<file path="config.mk">
export PLATFORM = sky130hd
export DESIGN_NAME = pvm_ram
export DESIGN_NICKNAME = d
export VERILOG_FILES = /design/src/hw/rtl/pcm_voice_mixer_defines.svh /design/src/hw/rtl/pvm_ram.sv
export SDC_FILE = /design/constraint.sdc
export NUM_CORES = 1
export LEC_CHECK = 0
export BUFFER_PORTS_ARGS = -buffer_cell sky130_fd_sc_hd__buf_2
export CORE_MARGIN = 2
export CORE_UTILIZATION = 65
export CTS_CLUSTER_DIAMETER = 150
export DETAILED_ROUTE_END_ITERATION = 12
export HOLD_SLACK_MARGIN = 0.05
export PLACE_DENSITY_LB_ADDON = 0.3
export SLEW_MARGIN = 15
export SYNTH_ARGS = -nofsm -noshare
export SYNTH_HDL_FRONTEND = slang
export SYNTH_SLANG_ARGS = --single-unit
</file>
<file path="constraint.sdc">
create_clock -name clk_i -period 2.6 [get_ports clk_i]
set_input_delay 0.26 -clock clk_i [delete_from_list [all_inputs] [get_ports clk_i]]
set_output_delay 0.26 -clock clk_i [all_outputs]
set_load 0.1 [all_outputs]
</file>
<file path="src/hw/rtl/pcm_voice_mixer_defines.svh">
// Assertion macros shared by the pcm voice mixer RTL.
`ifndef PCM_VOICE_MIXER_DEFINES_SVH
`define PCM_VOICE_MIXER_DEFINES_SVH

// Plain property, sampled on the block clock, idle during reset.
`define PVM_ASSERT(lbl, prop, msg) \
  lbl: assert property (@(posedge clk_i) disable iff (!rst_ni) (prop)) else $error(msg);

// Implication form: when cond holds, prop must hold in the same cycle.
`define PVM_ASSERT_IMP(lbl, cond, prop, msg) \
  lbl: assert property (@(posedge clk_i) disable iff (!rst_ni) (cond) |-> (prop)) \
    else $error(msg);

`endif

</file>
<file path="src/hw/rtl/pvm_ram.sv">
// Generic single-write, single-read RAM with registered read data.
module pvm_ram #(
  parameter int unsigned WIDTH = 8,
  parameter int unsigned DEPTH = 16,
  parameter int unsigned AW    = (DEPTH > 1) ? $clog2(DEPTH) : 1
) (
  input  logic             clk_i,
  input  logic             we_i,
  input  logic [AW-1:0]    waddr_i,
  input  logic [WIDTH-1:0] wdata_i,
  input  logic             re_i,
  input  logic [AW-1:0]    raddr_i,
  output logic [WIDTH-1:0] rdata_o
);

  logic [WIDTH-1:0] mem_q [DEPTH];

  always_ff @(posedge clk_i) begin
    if (we_i) begin
      mem_q[waddr_i] <= wdata_i;
    end
    if (re_i) begin
      rdata_o <= mem_q[raddr_i];
    end
  end

endmodule

</file>
==> impl_metrics.yaml <==
clock_tree:
  clkLatencyLatePin_ns: 0.52
  cts-resized-gates: 0
  clkTransAtPathRegs_ns: 0.06
  cts_sinks: 136
  ctsHtreeMaxLevel: 4
  cts_buffers: 17
  cts-root-buf: "clkbuf_8"
  cts_setup_buffers: 0
  cts_buffer_depth: 2
  tritoncts: "yes"
  cts_hold_buf: 0
routing:
  vias: 2498
  vias_per_cell: 6.32
  dr.pass1.iters: 5
  drtIter0Drc: 209
  drc_errors: 0
  detail-route-antenna-nets: 0
  wirelength_mm: 10.5
  wl_per_cell_um: 26.7
sta:
  post-route-period-util_pct: 64.5
  hold_viol_final: 0
  worst_slack_ns: 0.922
  finClkSkew_ns: 0.00778
  hold_slack_ns: 0.118
  rsz0062_at_grt: "no"
  worst_pin_slew_ns: 0.790
  min_period_ns: 1.68
  setup_violations: 0
  timing.fmax_mhz: 596
  max-slew-margin-rel_pct: 47.1
  tns_ns: 0
  final-max-slew-violation-count: 0
global_route:
  grt_overflow: 0
  grt_pass1_wl_mm: 15.9
  grt_pass1_vias: 2683
  grt_use_total_pct: 27.0
  grt_max_degree: 33
  antenna_found_initial: 1
min_path:
  hold_path_class: "input port to flip-flop"
yosys:
  syn_area_per_cell_um2: 22.8
  yosysWarnings: 0
  synth-async-reset-ratio_pct: 0
  synth-seq-area-share_pct: 78.1
  synthTopCellsByCount: "136 x edfxtp_1, 18 x mux4_2, 16 x a22oi_1, 14 x mux4_1, 13 x nor2_1"
  ys_seq_elements: 136
  synth.largest_area_cell: "edfxtp_1"
  synth_edf_count: 136
  synth_flop_cell: "edfxtp_1"
  syn_inst: 229
  yosys.cell_types.count: 18
  syn-cell-area_um2: 5230
  netlist.area_leader.share_pct: 78.1
  ys_top_cells_by_area: "edfxtp_1 78%, mux4_2 7.8%, mux4_1 7.0%"
  synth_nets: 248
  yosysMostFrequentCell: "edfxtp_1"
final_layout:
  final_util_pct: 78.5
  final_cells: 395
  final_net_count: 298
  drive_above_1_share_pct: 30.8
  area_growth_pct: 16.6
  fin_area_um2: 6100
  nFillCells: 389
power_and_ir_drop:
  power_density_nw_per_um2: 828
  ir_drop_mv: 0.808
  p_leak_nw: 2.06
  total_power_mw: 5.05
placed_design:
  placed_cell_area_um2: 5520
  dpl_worst_slack_ns: 0.628
  placedCellCount: 362
  port_buffers: 26
  hpwl_mm: 5.65
  gp_congestion: 0.760
die:
  num_rows: 32
  die-area_um2: 8780
  num_io_pins: 27
  initial_core_util_pct: 67.3
  die_h_um: 93.7
  core-area_um2: 7770
  dieWidth_um: 93.7
run_status:
  outcome: "finished clean"
critical_path:
  required_ns: 2.34
  worstPathCellList: "buf_2"
  regToRegSetupSlack_ns: 1.04
  critPathMaxStageDelay_ns: 0.47
  crit_slowest_cell: "buf_2"
  crit_buf_inv: 1
  endpoint_kind: "output pin"
  worst-setup-path-type: "flip-flop to output pin"
  cpLargestDelayFamily: "buffers and inverters"
  crit_path_start_kind: "flip-flop"
  critical_path.max_fanout: 2
  cp.arrival_ns: 1.42
run:
  drv_cap: 0
-- placed cells by master (no fill, tap or decap), drive strengths merged, types with 2 or more instances in the layout --
cell type,netlist,layout
edfxtp,136,136
buf,7,41
mux4,32,32
clkbuf,0,18
a22oi,16,16
nor2,13,13
nand2,9,9
clkinv,0,6
nor3,4,4
clkinvlp,0,4
nand3b,2,2
nand2b,2,2
bufinv,0,2
inv,0,2
-- cells by family after synthesis --
family / Yosys count / share of synthesized area (%)
multiplexers: 32 / 14.8
buffers and inverters: 10 / 1.65
flip-flops: 136 / 78.1
AO/OA/AOI/OAI: 16 / 2.30
AND/OR/NAND/NOR: 35 / 3.14
-- routing by layer --
layer / share of wire [%] / global-route usage, % / up-vias
met1: 35 / 35.4 / 1256
met3: 9.7 / 6.34 / 19
met2: 53 / 43.7 / 138
li1: - / - / 1085
met5: 0 / 0 / -
met4: 2.5 / 12.6 / 0
-- sequential cells by signal, summed over array words and instances (netlist names) --
register and flops:
mem_q 128, rdata_o 8
-- power breakdown --
part	internal (mW)	leakage, nW	switching [mW]
clock	1.37	0.265	0.895
combinational	0.0935	0.557	0.203
sequential	2.47	1.24	0.0182
-- cell type report --
cell class	count	area (um2)	share of cell area, %
flip-flops and latches	136	4080	67.0
clock buffers	18	418	6.86
well taps	102	128	2.09
multi-input cells	83	1060	17.3
repair buffers	41	255	4.19
diodes	1	2.50	0.0411
clock inverters	14	151	2.48
-- worst paths after layout --
kind               start          end  cells past startpoint
max           rdata_o[3]   rdata_o[3]                      1
min           wdata_i[3]  mem_q[0][3]                      1
max reg2reg  mem_q[8][3]   rdata_o[3]                      3
min reg2reg  mem_q[7][1]   rdata_o[1]                      3
Note: power is estimated with default switching activity, not from simulation.
