`config.mk`:
```
export PLATFORM = sky130hd
export DESIGN_NAME = pvm_decode
export DESIGN_NICKNAME = d
export VERILOG_FILES = /design/src/hw/rtl/pcm_voice_mixer_defines.svh /design/src/hw/rtl/pvm_pkg.sv /design/src/hw/rtl/pvm_decode.sv
export SDC_FILE = /design/constraint.sdc
export NUM_CORES = 1
export LEC_CHECK = 0
export ABC_CLOCK_PERIOD_IN_PS = 3200
export CORE_AREA = 2 2 240 242
export DETAILED_ROUTE_END_ITERATION = 10
export DIE_AREA = 0 0 242 244
export DONT_BUFFER_PORTS = 1
export GPL_ROUTABILITY_DRIVEN = 0
export SLEW_MARGIN = 10
export SYNTH_ARGS = -nofsm -noshare
export SYNTH_HDL_FRONTEND = slang
export SYNTH_SLANG_ARGS = --single-unit
```
`constraint.sdc`:
```
create_clock -name vclk -period 3.2
set_clock_uncertainty 0.05 [all_clocks]
set_input_delay 0.32 -clock vclk [all_inputs]
set_output_delay 0.32 -clock vclk [all_outputs]
set_load 0.01 [all_outputs]
```
`src/hw/rtl/pcm_voice_mixer_defines.svh`:
```
// Assertion macros shared by the pcm voice mixer RTL.
`ifndef PCM_VOICE_MIXER_DEFINES_SVH
`define PCM_VOICE_MIXER_DEFINES_SVH

// Plain property, sampled on the block clock, idle during reset.
`define PVM_ASSERT(lbl, prop, msg) \
  lbl: assert property (@(posedge clk_i) disable iff (!rst_ni) (prop)) else $error(msg);

// Implication form: when cond holds, prop must hold in the same cycle.
`define PVM_ASSERT_IMP(lbl, cond, prop, msg) \
  lbl: assert property (@(posedge clk_i) disable iff (!rst_ni) (cond) |-> (prop)) \
    else $error(msg);

`endif

```
`src/hw/rtl/pvm_pkg.sv`:
```
// Types, constants and codes for the pcm voice mixer.
package pvm_pkg;

  localparam int unsigned VOICES           = 16;
  localparam int unsigned SAMPLE_ADDR_BITS = 16;
  localparam int unsigned VB               = (VOICES > 1) ? $clog2(VOICES) : 1;
  localparam int unsigned REG_DEPTH        = VOICES * 8;
  localparam int unsigned SAMPLE_DEPTH     = 1 << SAMPLE_ADDR_BITS;
  localparam logic [31:0] ADDR_BASE        = 32'h0040_0000;
  localparam logic [17:0] SAT_MAX          = 18'sd32767;
  localparam logic [17:0] SAT_MIN          = -18'sd32768;

  typedef enum logic [1:0] {
    OP_REG_WR    = 2'd0,
    OP_ENABLE_WR = 2'd1,
    OP_SAMPLE_WR = 2'd2,
    OP_TICK      = 2'd3
  } op_e;

  typedef struct packed {
    logic [1:0]  operation;
    logic [3:0]  voice;
    logic [2:0]  register_index;
    logic [31:0] write_data;
    logic [15:0] sample_address;
    logic [7:0]  sample_byte;
  } in_t;

  typedef struct packed {
    logic signed [15:0] left_sample;
    logic signed [15:0] right_sample;
  } out_t;

  // Decoded per-voice state held in the voice state memory
  typedef struct packed {
    logic [31:0] pos;
    logic [31:0] rbase;
    logic [31:0] start;
    logic [31:0] end_addr;
    logic [31:0] loop_addr;
    logic        loop_on;
    logic [15:0] lgain;
    logic [15:0] rgain;
    logic [15:0] step;
  } vstate_t;

  // Register words used by decode, already half-swapped
  typedef struct packed {
    logic [31:0] w1;
    logic [31:0] w2;
    logic [31:0] w3;
    logic [31:0] w4;
    logic [31:0] w5;
    logic [31:0] w7;
  } words_t;

  typedef enum logic [8:0] {
    S_IDLE   = 9'b000000001,
    S_VOICE  = 9'b000000010,
    S_LOAD   = 9'b000000100,
    S_REG    = 9'b000001000,
    S_DECODE = 9'b000010000,
    S_CHECK  = 9'b000100000,
    S_MIX    = 9'b001000000,
    S_ACC    = 9'b010000000,
    S_DONE   = 9'b100000000
  } state_e;

endpackage

```
`src/hw/rtl/pvm_decode.sv`:
```
// Voice decode: register words to start, end, loop, gains and step.
module pvm_decode (
  input  pvm_pkg::words_t  words_i,
  input  pvm_pkg::vstate_t old_i,
  output pvm_pkg::vstate_t new_o
);
  import pvm_pkg::*;

  logic        st_ok;
  logic [31:0] st;
  logic [31:0] la;

  assign st_ok = words_i.w1 > ADDR_BASE;
  assign st    = words_i.w1 - ADDR_BASE;
  assign la    = {words_i.w4[31:16], words_i.w3[31:16]};

  always_comb begin
    new_o = old_i;
    // start at or below the base clears the start address, else restart on change
    if (!st_ok) begin
      new_o.start = '0;
    end else if (st != old_i.start) begin
      new_o.start = st;
      new_o.rbase = st;
      new_o.pos   = '0;
    end
    new_o.end_addr = (words_i.w5 != '0) ? (words_i.w5 - ADDR_BASE) : '0;
    // loop point only taken when the loop flag word is set
    new_o.loop_on = words_i.w2[31:16] != '0;
    if (new_o.loop_on) begin
      if (la > ADDR_BASE) begin
        new_o.loop_addr = la - ADDR_BASE;
      end else begin
        new_o.loop_addr = la;
        new_o.loop_on   = 1'b0;
      end
    end
    new_o.lgain = words_i.w7[15:0];
    new_o.rgain = words_i.w7[31:16];
    new_o.step  = words_i.w3[15:0];
  end

endmodule

```
==> summary.txt <==
Final layout
  – Sequential cell count: 0
  – Share of cells above drive strength 1: 22.2%
  – Clock Buffer Count: 0
  – Finished Cell Area: 3940 sq um
  – Layout area overhead: 21.1%
  – Register area: 0 sq um
  – Total Nets Final: 805

Timing
  – Part of the cycle the worst path needs: 95.3%
  – Final WS setup: 0.149 ns
  – Worst-Margin Slew: 0.804 ns
  – Max transition margin: 46.3%
  – Final hold vios: 0
  – Worst hold slack: 0.590 ns
  – Slew Limit Fails: 0
  – Final setup vio count: 0
  – Crit path time final: 3.05 ns
  – FMAX: 328 MHz
  – RSZ-0062 raised after global routing: false
  – Setup TNS: 0 ns

Synthesis
  – YS warnings: 0
  – Most frequent cell after synthesis: mux2_2
  – Synth Net Count: 869
  – Top cell type's share of synthesized area: 17.7%
  – Syn avg cell area: 7.04 sq um
  – Synthesized area: 3250 sq um
  – Synth top cells by count: 51 x mux2_2, 49 x buf_4, 36 x nor2_1, 34 x clkbuf_1, 33 x xnor2_1
  – Distinct cells, synth: 53
  – Synth Instances: 462
  – Register area share after synthesis: 0%
  – Yosys top cell by area: mux2_2
  – Largest cells by area after synthesis: mux2_2 18%, buf_4 11%, xnor2_1 8.9%

Die
  – Die Span X: 242 um
  – Starting Density: 5.79%
  – Row count: 87
  – CORE AREA: 56,200 sq um
  – Boundary Pins: 610
  – Die area: 59,000 sq um
  – Die height: 244 um

GRT
  – Vias in the first global route: 3,357
  – GRT Residual Overflow: 0
  – First-pass GRT wire length: 23,700 um
  – Antenna violations before repair: 6
  – Layer with the highest usage: met2
  – Met1 Use GR: 4.57%
  – Global Route met2 Usage: 10.9%
  – Largest net degree at the start of global routing: 63
  – M3 GR Usage: 1.98%
  – All-layer global routing usage: 5.55%

Detailed routing
  – Vias/cell: 2.96
  – Wire per inst: 16.5 um
  – DR pass1 iterations: 4
  – Final WL: 19,100 um
  – Vias: 3,427
  – Final ANT Viol Nets: 0
  – First DRT Iteration DRCs: 149
  – Residual DRC count: 0

Worst hold path
  – Hold Path Stages: 0
  – Hold/Removal Path Class: in2out
  – Hold Path Sink: new_o[17]
  – Hold Startpoint: words_i[17]

Worst setup path
  – Largest stage delay, worst path: 0.42 ns
  – CP required: 2.83 ns
  – Setup crit end kind: output pin
  – CP cell instances: inv_1 > ha_1 > buf_12 > nor3b_2 > buf_4 > nor3_1 > nor4_1 > and4_2 > a41oi_4 > buf_4 > buf_12 > mux2_2
  – Worst setup SP type: input port
  – Crit path max fanout: 9
  – Critical path's slowest cell: mux2_2
  – Crit path DAT: 2.68 ns
  – Critical path class: in2out

Placed design
  – Post-DP Area: 3800 sq um
  – Pre-CTS setup slack: 0.0166 ns
  – IO buf count: 0
  – HPWL Detailed: 16,900 um

Pwr
  – Internal power: 0.131 mW
  – Logic pwr share: 100.0%
  – Clock power frac: 0%
  – Switching part of the total: 57.4%
  – VDD IR max: 0.0411 mV
  – Leak: 1.04 nW
  – Sequential Power Share: 0%
  – Psw: 0.176 mW
  – Pwr per Cell Area: 78.1 nW/um^2

Outcome
  – Status: finished, final reports clean

Job
  – Max-cap violations: 0
-- layout make-up --
type / instances / area [sq um]
well taps: 756 / 946
multi-input cells: 358 / 2660
repair buffers: 26 / 273
inverters: 12 / 45.0
fillers: 6684 / 52200
diodes: 5 / 12.5
-- how the worst max path moves through the flow --
stage                  from    endpoint  slack [ns]  cells after the start
3_3_place_gp   words_i[182]  new_o[176]        0.06                      8
2_1_floorplan  words_i[182]  new_o[148]        0.28                     11
3_5_place_dp   words_i[182]  new_o[176]        0.02                      8
4_1_cts        words_i[182]  new_o[176]       0.003                      8
5_1_grt        words_i[183]  new_o[181]       0.007                     12
6_report       words_i[182]  new_o[150]        0.15                     12
-- power groups by stage --
stage                      Clock [mW]  Sequential, mW  Combinational [mW]
after global placement              0               0               0.301
after detailed placement            0               0               0.301
after floorplan                     0               0               0.317
after global routing      0.000000209               0               0.329
final                     0.000000209               0               0.308
after CTS                           0               0               0.303
-- per-layer routing --
metal	wire (um)	up-vias
met1	5470	1554
met2	9690	366
met5	0	-
met4	1650	0
met3	2270	70
li1	-	1437
-- kinds of logic (layout without fill, tap and decap cells) --
group | Yosys count | after routing | synth area share (%)
AOI/OAI and AO/OA | 48 | 48 | 10.3
and+or+nand+nor | 200 | 200 | 35.8
muxes | 54 | 54 | 18.7
buffers and inverters | 104 | 38 | 19.0
adders and majority gates | 6 | 6 | 2.31
xor gates and xnor gates | 50 | 50 | 13.9
other | 0 | 5 | 0
-- critical path, delay by kind of cell --
family          cells  cell delay (ns)
simple gates        4             0.77
fa+ha+maj           1             0.22
compound gates      1             0.29
buf+inv             5             0.64
mux                 1             0.42
-- timing repair --
action | CTS | global route
hold buffers | 0 | 0
buffers inserted | 0 | 3
resized for setup | 0 | 6
endpoints found under the setup margin | 0 | 7
-- per-stage QoR --
stage	total power, mW	instances	util (%)
global placement	0.301	1146	6.77
CTS	0.303	1146	6.77
floorplan	0.317	462	-
finish	0.308	1157	7.01
global route	0.329	1157	7.01
detailed placement	0.301	1146	6.77
-- placed cells by master, fill, tap and decap left out, types with 2 or more instances in the layout --
cell / synthesis / routed
mux2_2: 51 / 51
nor2_1: 36 / 36
xnor2_1: 33 / 33
and2_1: 32 / 32
nor2b_1: 32 / 32
nor4_1: 30 / 29
buf_4: 49 / 21
xor2_1: 16 / 16
a21oi_1: 15 / 15
nand2_1: 14 / 14
inv_1: 12 / 12
nor3_1: 12 / 11
nand4_1: 9 / 9
nand3_1: 6 / 6
ha_1: 6 / 6
diode_2: 0 / 5
or4_1: 5 / 5
nand2b_1: 5 / 5
o21ai_0: 5 / 5
or3_1: 4 / 4
o2111ai_1: 3 / 3
o22ai_1: 4 / 3
a31oi_1: 3 / 3
clkbuf_16: 0 / 3
a21boi_0: 2 / 2
o21bai_1: 2 / 2
a211oi_1: 2 / 2
o31ai_1: 3 / 2
a2111oi_0: 2 / 2
mux2_1: 2 / 2
nor4b_1: 2 / 2
buf_12: 0 / 2
No activity file was read; power rests on OpenSTA's default activity.
